===== src/rtl/serialized_pointer_resolver_core_defines.svh =====
// Assertion macros for the pointer resolver.
`ifndef SERIALIZED_POINTER_RESOLVER_CORE_DEFINES_SVH
`define SERIALIZED_POINTER_RESOLVER_CORE_DEFINES_SVH

`ifndef SYNTHESIS
`define SPR_ASSERT(lbl, prop) \
    lbl: assert property (@(posedge i_clk) disable iff (!i_rst_n) prop) \
        else $error("spr assertion failed");
`define SPR_ASSERT_NEXT(lbl, ante, cons) \
    lbl: assert property (@(posedge i_clk) disable iff (!i_rst_n) (ante) |=> (cons)) \
        else $error("spr assertion failed");
`else
`define SPR_ASSERT(lbl, prop)
`define SPR_ASSERT_NEXT(lbl, ante, cons)
`endif

`endif


===== src/rtl/spr_pkg.sv =====
package spr_pkg;

    localparam int STORE_WORDS_DEF = 4096;
    localparam int MAX_SEGS_DEF    = 16;

    localparam logic [31:0] TRAVERSAL_LIMIT_RST = 32'd8388608;
    localparam logic [6:0]  DEPTH_LIMIT_RST     = 7'd64;

    localparam int CFG_IDX_W  = 1;
    localparam int CFG_DATA_W = 32;
    localparam logic [CFG_IDX_W-1:0] CFG_TRAVERSAL = 1'd0;
    localparam logic [CFG_IDX_W-1:0] CFG_DEPTH     = 1'd1;

    localparam logic [1:0] FUNC_START   = 2'd0;
    localparam logic [1:0] FUNC_DEFINE  = 2'd1;
    localparam logic [1:0] FUNC_WRITE   = 2'd2;
    localparam logic [1:0] FUNC_RESOLVE = 2'd3;

    localparam logic [2:0] ST_OK        = 3'd0;
    localparam logic [2:0] ST_BOUNDS    = 3'd1;
    localparam logic [2:0] ST_TRAVERSAL = 3'd2;
    localparam logic [2:0] ST_DEPTH     = 3'd3;
    localparam logic [2:0] ST_KIND      = 3'd4;
    localparam logic [2:0] ST_NOSEG     = 3'd5;

    localparam logic [1:0] KIND_NULL   = 2'd0;
    localparam logic [1:0] KIND_STRUCT = 2'd1;
    localparam logic [1:0] KIND_LIST   = 2'd2;
    localparam logic [1:0] KIND_CAP    = 2'd3;

    // pointer tag in the low two bits of a message word
    localparam logic [1:0] PTR_STRUCT = 2'd0;
    localparam logic [1:0] PTR_LIST   = 2'd1;
    localparam logic [1:0] PTR_FAR    = 2'd2;
    localparam logic [1:0] PTR_OTHER  = 2'd3;

    localparam logic [2:0] ES_VOID      = 3'd0;
    localparam logic [2:0] ES_BIT       = 3'd1;
    localparam logic [2:0] ES_BYTE      = 3'd2;
    localparam logic [2:0] ES_TWO       = 3'd3;
    localparam logic [2:0] ES_FOUR      = 3'd4;
    localparam logic [2:0] ES_EIGHT     = 3'd5;
    localparam logic [2:0] ES_PTR       = 3'd6;
    localparam logic [2:0] ES_COMPOSITE = 3'd7;

    localparam int IN_TDATA_W  = 112;
    localparam int OUT_TDATA_W = 152;

    typedef enum logic [4:0] {
        OP_NONE,
        OP_START,
        OP_DEFINE,
        OP_WRITE,
        OP_INIT,
        OP_FAIL,
        OP_CHK,
        OP_HOP,
        OP_FAR2,
        OP_NULL,
        OP_STRUCT,
        OP_LIST,
        OP_CAP,
        OP_PRIM,
        OP_COMP,
        OP_TAG,
        OP_MUL,
        OP_F2CHK,
        OP_PAD,
        OP_TAG2,
        OP_F2READ,
        OP_INC,
        OP_SPEND
    } t_op;

    typedef struct packed {
        t_op        op;
        logic [2:0] code;
        logic       load_out;
    } t_cmd;

    typedef struct packed {
        logic       count_zero;
        logic       in_seg;
        logic       in_seg_nx;
        logic       tword_in;
        logic       budget_ge1;
        logic       budget_ge2;
        logic       need_gt;
        logic       range_bad;
        logic       depth_zero;
        logic       w_zero;
        logic [1:0] w_kind;
        logic       w_far2;
        logic       es7;
    } t_flags;

    // words covered by a primitive list: ceil(count * bits / 64)
    function automatic logic [28:0] elem_words(input logic [2:0] es, input logic [28:0] cnt);
        logic [35:0] bits_total;
        begin
            case (es)
                ES_BIT:   bits_total = 36'(cnt);
                ES_BYTE:  bits_total = 36'(cnt) << 3;
                ES_TWO:   bits_total = 36'(cnt) << 4;
                ES_FOUR:  bits_total = 36'(cnt) << 5;
                ES_EIGHT: bits_total = 36'(cnt) << 6;
                ES_PTR:   bits_total = 36'(cnt) << 6;
                default:  bits_total = 36'd0;
            endcase
            return 29'((bits_total + 36'd63) >> 6);
        end
    endfunction

endpackage


===== src/rtl/spr_ctrl.sv =====
module spr_ctrl (
    input  logic            i_clk,
    input  logic            i_rst_n,
    input  logic            s_axis_tvalid,
    output logic            s_axis_tready,
    input  logic [1:0]      i_func,
    output logic            m_axis_tvalid,
    input  logic            m_axis_tready,
    input  spr_pkg::t_flags i_flags,
    output spr_pkg::t_cmd   o_cmd
);

    typedef enum logic [4:0] {
        S_IDLE,
        S_CHK,
        S_DECODE,
        S_RANGE,
        S_SPEND,
        S_PRIM,
        S_COMP,
        S_TAG,
        S_MUL,
        S_F2CHK,
        S_PAD,
        S_TAG2,
        S_F2COMP,
        S_F2T,
        S_F2MUL,
        S_F2INC,
        S_DONE
    } t_state;

    t_state r_state, n_state;
    logic   r_out_valid, n_out_valid;

    assign s_axis_tready = (r_state == S_IDLE);
    assign m_axis_tvalid = r_out_valid;

    function automatic spr_pkg::t_cmd mk(input spr_pkg::t_op op, input logic [2:0] code);
        spr_pkg::t_cmd c;
        begin
            c.op       = op;
            c.code     = code;
            c.load_out = 1'b0;
            return c;
        end
    endfunction

    always_comb begin
        n_state = r_state;
        o_cmd   = mk(spr_pkg::OP_NONE, spr_pkg::ST_OK);
        case (r_state)
            S_IDLE: begin
                if (s_axis_tvalid) begin
                    n_state = S_DONE;
                    case (i_func)
                        spr_pkg::FUNC_START:  o_cmd = mk(spr_pkg::OP_START, spr_pkg::ST_OK);
                        spr_pkg::FUNC_DEFINE: o_cmd = mk(spr_pkg::OP_DEFINE, spr_pkg::ST_OK);
                        spr_pkg::FUNC_WRITE:  o_cmd = mk(spr_pkg::OP_WRITE, spr_pkg::ST_OK);
                        default: begin
                            if (i_flags.count_zero) begin
                                o_cmd = mk(spr_pkg::OP_FAIL, spr_pkg::ST_NOSEG);
                            end else begin
                                o_cmd   = mk(spr_pkg::OP_INIT, spr_pkg::ST_OK);
                                n_state = S_CHK;
                            end
                        end
                    endcase
                end
            end
            S_CHK: begin
                n_state = S_DONE;
                if (!i_flags.in_seg) begin
                    o_cmd = mk(spr_pkg::OP_FAIL, spr_pkg::ST_BOUNDS);
                end else if (!i_flags.budget_ge1) begin
                    o_cmd = mk(spr_pkg::OP_FAIL, spr_pkg::ST_TRAVERSAL);
                end else begin
                    o_cmd   = mk(spr_pkg::OP_CHK, spr_pkg::ST_OK);
                    n_state = S_DECODE;
                end
            end
            S_DECODE: begin
                n_state = S_DONE;
                if (i_flags.depth_zero) begin
                    o_cmd = mk(spr_pkg::OP_FAIL, spr_pkg::ST_DEPTH);
                end else if (i_flags.w_zero) begin
                    o_cmd = mk(spr_pkg::OP_NULL, spr_pkg::ST_OK);
                end else begin
                    case (i_flags.w_kind)
                        spr_pkg::PTR_FAR: begin
                            if (i_flags.w_far2) begin
                                o_cmd   = mk(spr_pkg::OP_FAR2, spr_pkg::ST_OK);
                                n_state = S_F2CHK;
                            end else begin
                                o_cmd   = mk(spr_pkg::OP_HOP, spr_pkg::ST_OK);
                                n_state = S_CHK;
                            end
                        end
                        spr_pkg::PTR_STRUCT: begin
                            o_cmd   = mk(spr_pkg::OP_STRUCT, spr_pkg::ST_OK);
                            n_state = S_RANGE;
                        end
                        spr_pkg::PTR_LIST: begin
                            o_cmd   = mk(spr_pkg::OP_LIST, spr_pkg::ST_OK);
                            n_state = i_flags.es7 ? S_COMP : S_PRIM;
                        end
                        default: o_cmd = mk(spr_pkg::OP_CAP, spr_pkg::ST_OK);
                    endcase
                end
            end
            S_PRIM: begin
                o_cmd   = mk(spr_pkg::OP_PRIM, spr_pkg::ST_OK);
                n_state = S_RANGE;
            end
            S_COMP: begin
                n_state = S_DONE;
                if (!i_flags.tword_in) begin
                    o_cmd = mk(spr_pkg::OP_FAIL, spr_pkg::ST_BOUNDS);
                end else if (!i_flags.budget_ge1) begin
                    o_cmd = mk(spr_pkg::OP_FAIL, spr_pkg::ST_TRAVERSAL);
                end else begin
                    o_cmd   = mk(spr_pkg::OP_COMP, spr_pkg::ST_OK);
                    n_state = S_TAG;
                end
            end
            S_TAG: begin
                o_cmd   = mk(spr_pkg::OP_TAG, spr_pkg::ST_OK);
                n_state = S_MUL;
            end
            S_MUL: begin
                o_cmd   = mk(spr_pkg::OP_MUL, spr_pkg::ST_OK);
                n_state = S_RANGE;
            end
            S_RANGE: begin
                if (i_flags.range_bad) begin
                    o_cmd   = mk(spr_pkg::OP_FAIL, spr_pkg::ST_BOUNDS);
                    n_state = S_DONE;
                end else begin
                    n_state = S_SPEND;
                end
            end
            S_SPEND: begin
                n_state = S_DONE;
                if (i_flags.need_gt) begin
                    o_cmd = mk(spr_pkg::OP_FAIL, spr_pkg::ST_TRAVERSAL);
                end else begin
                    o_cmd = mk(spr_pkg::OP_SPEND, spr_pkg::ST_OK);
                end
            end
            S_F2CHK: begin
                n_state = S_DONE;
                if (!(i_flags.in_seg && i_flags.in_seg_nx)) begin
                    o_cmd = mk(spr_pkg::OP_FAIL, spr_pkg::ST_BOUNDS);
                end else if (!i_flags.budget_ge2) begin
                    o_cmd = mk(spr_pkg::OP_FAIL, spr_pkg::ST_TRAVERSAL);
                end else begin
                    o_cmd   = mk(spr_pkg::OP_F2CHK, spr_pkg::ST_OK);
                    n_state = S_PAD;
                end
            end
            S_PAD: begin
                if (i_flags.w_kind == spr_pkg::PTR_FAR && !i_flags.w_far2) begin
                    o_cmd   = mk(spr_pkg::OP_PAD, spr_pkg::ST_OK);
                    n_state = S_TAG2;
                end else begin
                    o_cmd   = mk(spr_pkg::OP_FAIL, spr_pkg::ST_KIND);
                    n_state = S_DONE;
                end
            end
            S_TAG2: begin
                n_state = S_DONE;
                case (i_flags.w_kind)
                    spr_pkg::PTR_STRUCT: begin
                        o_cmd   = mk(spr_pkg::OP_TAG2, spr_pkg::ST_OK);
                        n_state = S_SPEND;
                    end
                    spr_pkg::PTR_LIST: begin
                        o_cmd = mk(spr_pkg::OP_TAG2, spr_pkg::ST_OK);
                        if (i_flags.es7) begin
                            n_state = S_F2COMP;
                        end
                    end
                    default: o_cmd = mk(spr_pkg::OP_FAIL, spr_pkg::ST_KIND);
                endcase
            end
            S_F2COMP: begin
                if (i_flags.in_seg) begin
                    o_cmd   = mk(spr_pkg::OP_F2READ, spr_pkg::ST_OK);
                    n_state = S_F2T;
                end else begin
                    o_cmd   = mk(spr_pkg::OP_FAIL, spr_pkg::ST_BOUNDS);
                    n_state = S_DONE;
                end
            end
            S_F2T: begin
                o_cmd   = mk(spr_pkg::OP_TAG, spr_pkg::ST_OK);
                n_state = S_F2MUL;
            end
            S_F2MUL: begin
                o_cmd   = mk(spr_pkg::OP_MUL, spr_pkg::ST_OK);
                n_state = S_F2INC;
            end
            S_F2INC: begin
                o_cmd   = mk(spr_pkg::OP_INC, spr_pkg::ST_OK);
                n_state = S_SPEND;
            end
            S_DONE: begin
                if (!r_out_valid || m_axis_tready) begin
                    o_cmd.load_out = 1'b1;
                    n_state        = S_IDLE;
                end
            end
            default: n_state = S_IDLE;
        endcase
    end

    always_comb begin
        if (o_cmd.load_out) begin
            n_out_valid = 1'b1;
        end else begin
            n_out_valid = r_out_valid && !m_axis_tready;
        end
    end

    always_ff @(posedge i_clk) begin
        if (!i_rst_n) begin
            r_state     <= S_IDLE;
            r_out_valid <= 1'b0;
        end else begin
            r_state     <= n_state;
            r_out_valid <= n_out_valid;
        end
    end

endmodule


===== config.mk =====
export PLATFORM = sky130hd
export DESIGN_NAME = spr_ctrl
export DESIGN_NICKNAME = d
export VERILOG_FILES = /design/src/rtl/serialized_pointer_resolver_core_defines.svh /design/src/rtl/spr_pkg.sv /design/src/rtl/spr_ctrl.sv
export SDC_FILE = /design/constraint.sdc
export NUM_CORES = 1
export LEC_CHECK = 0
export ABC_AREA = 1
export BUFFER_PORTS_ARGS = -buffer_cell sky130_fd_sc_hd__buf_2
export CAP_MARGIN = 40
export CORE_MARGIN = 1
export CORE_UTILIZATION = 30
export DETAILED_ROUTE_END_ITERATION = 16
export GPL_TIMING_DRIVEN = 1
export SLEW_MARGIN = 15
export SYNTH_ARGS = -nofsm -noshare
export SYNTH_HDL_FRONTEND = slang
export SYNTH_SLANG_ARGS = --single-unit

===== constraint.sdc =====
create_clock -name i_clk -period 1.6 [get_ports i_clk]
set_input_delay 0.08 -clock i_clk [delete_from_list [all_inputs] [get_ports i_clk]]
set_output_delay 0.08 -clock i_clk [all_outputs]
set_load 0.05 [all_outputs]

# Word level (Yosys, flattened, before mapping)
# Cells that the tools add are included.
dict set report word_totals {
  out_inout_bits 11
  inputBits 20
  ff_bits 6
  romBits 0
  n_memories 0
  ram_bits 0
  latchBits 0
  wordCells 83
}
dict set report classes {
  n_lt_le_gt_ge 0
  reduce_logical 16
  div 0
  n_mul 0
  muxes 43
  addsub 0
  n_bitwise 0
  shifts 0
  n_eq_ne 22
}
# operator count
set op_table {}
lappend op_table {{$pmux W8 S14} 1}
lappend op_table {{$mux W5} 17}
lappend op_table {{$pmux W5 S16} 1}
lappend op_table {{$mux W9} 8}
lappend op_table {{$eq A5 B4 Y1 const B} 8}
lappend op_table {{$pmux W9 S3} 1}
lappend op_table {{$mux W8} 3}
lappend op_table {{$pmux W7 S3} 1}
lappend op_table {{$eq A5 B3 Y1 const B} 4}
lappend op_table {{$pmux W5 S3} 1}
lappend op_table {{$mux W7} 2}
lappend op_table {{$mux W6} 2}
lappend op_table {{$pmux W1 S11} 1}
lappend op_table {{$eq A5 B2 Y1 const B} 2}
lappend op_table {{$pmux W5 S2} 1}
lappend op_table {{$reduce_or A2 Y1} 4}
lappend op_table {{$eq A5 B1 Y1 const B} 1}
lappend op_table {{$eq A5 B5 Y1 const B} 1}
lappend op_table {{$logic_not A5 Y1} 1}
lappend op_table {{$eq A2 B1 Y1 const B} 2}
lappend op_table {{$eq A2 B2 Y1 const B} 2}
lappend op_table {{$logic_not A2 Y1} 2}
lappend op_table {{$mux W4} 1}
lappend op_table {{$ne A2 B2 Y1 const B} 2}
lappend op_table {{7 further kinds} 12}

# Depth between registers and ports, before layout
dict set report logic_depth {
  word_depth 6
  depth_mapped 10
  ltp_nobuf 9
}

# Least setup slack after synthesis
# Ideal clock, no wire load.
dict set report synth_path {
  path_kind {register to output}
  from {reg r_state[3]}
  to {out o_cmd[5] (netlist name)}
  required_ns 1.520
  arrival_ns 1.635
  n_path_buf 0
  stages_incl_launch_ff 6
  path_slack_ns -0.115
  cell_sequence {dfxtp_1 > nor2_2 > nand3_2 > inv_1 > a31oi_1 > nand4_1}
}
# element line
set synth_rtl {}
lappend synth_rtl {{start, declared} spr_ctrl.sv:33} ;# t_state r_state, n_state;
lappend synth_rtl {{start signal, assigned} spr_ctrl.sv:230} ;# r_state <= n_state;
lappend synth_rtl {{end, declared} spr_ctrl.sv:10} ;# output spr_pkg::t_cmd o_cmd

==> out/results.tsv <==
metric	value	unit
status	finished with violations	
violations	negative setup slack	
synth-simple-area-share	0.532	
worst_slew_pin_slew	0.329	ns
clk_path_buf_depth	2	
final_util	0.562	
coreArea	0.00315	mm^2
powerDensity	348	mW/mm^2
power_leakage	0.000928	uW
seq_area	136	um^2
htreeDepth	1	
yosys.cell_types.count	25	
relSlewSlack	0.778	
gr-max-usage-layer	met2	
grt_pass1_vias	1417	
worstPathArrival	1.65	ns
fin_skew	0.00168	ns
fmax	578	MHz
cts_buffers	3	
report.final.slew_viol_count	0	
die_w	60.4	um
synth_area	0.00102	mm^2
io_pins	31	
worst_path_largest_cell_delay	0.36	ns
num_vias	1506	
port_buffers	30	
num_rows	20	
drive_above_1_share	0.465	
syn_area_per_cell	5.36	um^2
critPathKind	reg2out	
use_met3	0.0320	
viasPerCell	5.05	
required	1.52	ns
die_area	0.00365	mm^2
synth_top_family_by_area	simple AND/OR/NAND/NOR gates	
die_y	60.4	um
synth-xor-area-share	0	
met1_usage	0.304	
cts_root_buffer	clkbuf_4	
cap_violations	0	
n_fill_cell	316	
ys_seq_area_frac	0.117	
min_period	1.73	ns
crit_family	simple AND/OR/NAND/NOR gates	
drt-pass1-iter-count	4	
wirelength	3920	um
start_util	0.325	
met2_usage	0.392	
synth_compound_area_frac	0.153	
diodes	0	
rsz0062_at_grt	yes	
grt_max_degree	10	
finalHoldViolCount	0	
ir_drop	331	uV
drc	0	
synth_nets	214	
dp_hpwl	2900	um
synth_fa_ha_area_frac	0.0367	
layout_setup_ws	-0.131	ns
initialDrtViolationCount	51	
end_kind	output pin	
path_buf_inv	4	
yosys_register_bits	6	
hold_class	in2reg	
cts_tree	done	
clk_pin_slew	0.05	ns
routabilityCongestion	1.00	
multi_input_area	905	um^2
syn_inst	191	
crit_path_top_delay_cell	dfxtp_4	
drtAntennaViolNets	0	
area_delta_synth_final	73.1	%
grt_usage	0.227	
instances_no_fill	298	
cp-start-kind	register	
grt_pass1_wl	6240	um
critPathMaxFanout	6	
cts.sinks	6	
reg2reg_slack	0.09	ns
finalCritPeriodShare	1.08	
finalSetupTns	-0.659	ns
nets	279	
synthMuxAreaShare	0	
wire_per_inst	13.2	um
finalSetupViolCount	8	
clk_latency	0.25	ns
ys_warn_count	0	
dp_cells	285	
grt-ovfl-total	0	
antenna_found_initial	0	
path_cells	buf_6 > nor2_4 > nand3_2 > nor2_2 > inv_1 > nand2_2 > inv_1 > nand4_1 > buf_6	
## layout by cell type, fill, tap and decap left out
| cell | instances |
|---|---|
| a211oi_1 | 1 |
| a21boi_0 | 1 |
| a21oi_1 | 12 |
| a21oi_2 | 3 |
| a21oi_4 | 1 |
| a31oi_1 | 1 |
| a31oi_4 | 1 |
| buf_2 | 20 |
| buf_4 | 23 |
| buf_6 | 17 |
| buf_8 | 3 |
| clkbuf_4 | 3 |
| clkinvlp_4 | 1 |
| dfxtp_1 | 1 |
| dfxtp_2 | 1 |
| dfxtp_4 | 4 |
| ha_1 | 3 |
| inv_1 | 30 |
| inv_2 | 4 |
| inv_6 | 1 |
| nand2_1 | 33 |
| nand2_2 | 7 |
| nand2_4 | 2 |
| nand3_1 | 12 |
| nand3_2 | 5 |
| nand3_4 | 1 |
| nand3b_1 | 2 |
| nand4_1 | 9 |
| nor2_1 | 17 |
| nor2_2 | 9 |
| nor2_4 | 6 |
| nor3_1 | 8 |
| nor3_2 | 3 |
| nor3_4 | 1 |
| o2111ai_2 | 1 |
| o21a_1 | 1 |
| o21ai_0 | 2 |
| o21ai_1 | 2 |
| o21ai_2 | 1 |
| o31ai_1 | 1 |
## stage by stage
stage	instance area [um^2]	total power [uW]	hold slack, ns	setup slack, ns
finish	1770	616	0.111	-0.131
global route	1770	662	0.166	-0.198
CTS	1650	591	0.128	-0.101
detailed placement	1410	409	0.384	-0.133
global placement	1410	411	0.388	-0.163
floorplan	1050	327	0.263	-0.0892
## kinds of logic after synthesis
logic type / after synthesis
and+or+nand+nor: 115
buffers and inverters: 39
AOI/OAI and AO/OA: 28
DFF: 6
adders and majority gates: 3
## worst min-delay path: cells and delay by family
family | cells | cell delay [ns]
buffers and inverters | 2 | 0.16
and+or+nand+nor | 1 | 0.09
## routing by layer
metal,vias to the layer above,routed length (um)
met1,684,1670
li1,753,-
met3,4,301
met2,65,1920
met4,0,29
met5,-,0
## state kept, by name (all words and copies together) (netlist names)
| register | cells |
|---|---|
| r_state | 5 |
| m_axis_tvalid | 1 |
## final cells by class
class | instances | area share
inverter | 36 | 0.0812
clock buffer | 3 | 0.0127
multi-input combinational | 146 | 0.511
timing repair buffer | 63 | 0.287
sequential | 6 | 0.0770
tap | 44 | 0.0311
## synth_stat cells
cell | instances | share of area
nand2_1 | 40 | 0.15
inv_1 | 35 | 0.13
nor2_1 | 26 | 0.095
nand3_1 | 17 | 0.083
a21oi_1 | 16 | 0.078
nor3_1 | 11 | 0.054
nand4_1 | 9 | 0.055
dfxtp_1 | 6 | 0.12
o21ai_0 | 5 | 0.024
ha_1 | 3 | 0.037
nor2_2 | 3 | 0.018
nor2_4 | 3 | 0.033
a31oi_1 | 2 | 0.012
buf_6 | 2 | 0.022
nand2_2 | 2 | 0.012
nand3b_1 | 2 | 0.015
a211oi_1 | 1 | 0.0073
a21boi_0 | 1 | 0.0073
buf_4 | 1 | 0.0073
inv_2 | 1 | 0.0037
nand3_2 | 1 | 0.0098
nor3_2 | 1 | 0.0098
o2111ai_1 | 1 | 0.0086
o21a_1 | 1 | 0.0073
o31ai_1 | 1 | 0.0073
## power by group
part	internal, uW	switching, uW	total (uW)	leakage (uW)
clock	85.1	57.6	143	0.0000138
sequential	152	10.8	163	0.0000523
combinational	124	187	311	0.000862
total	361	255	616	0.000928
## path summary, 6_finish.rpt
path | from | cells after the start | to
worst max register to register | r_state[1] | 10 | r_state[0]
worst min register to register | m_axis_tvalid | 2 | m_axis_tvalid
worst max-delay path | r_state[1] | 9 | o_cmd[8]
worst min-delay path | i_rst_n | 3 | r_state[0]
## timing repair
| action | CTS | global route |
|---|---|---|
| gates resized for setup | 55 | 32 |
| endpoints found under the hold margin | 0 | 0 |
| hold buffers | 0 | 0 |
| pin swaps | 13 | 11 |
| setup endpoints to repair | 10 | 14 |
| setup buffers | 7 | 5 |
(Power assumes the default switching activity.)
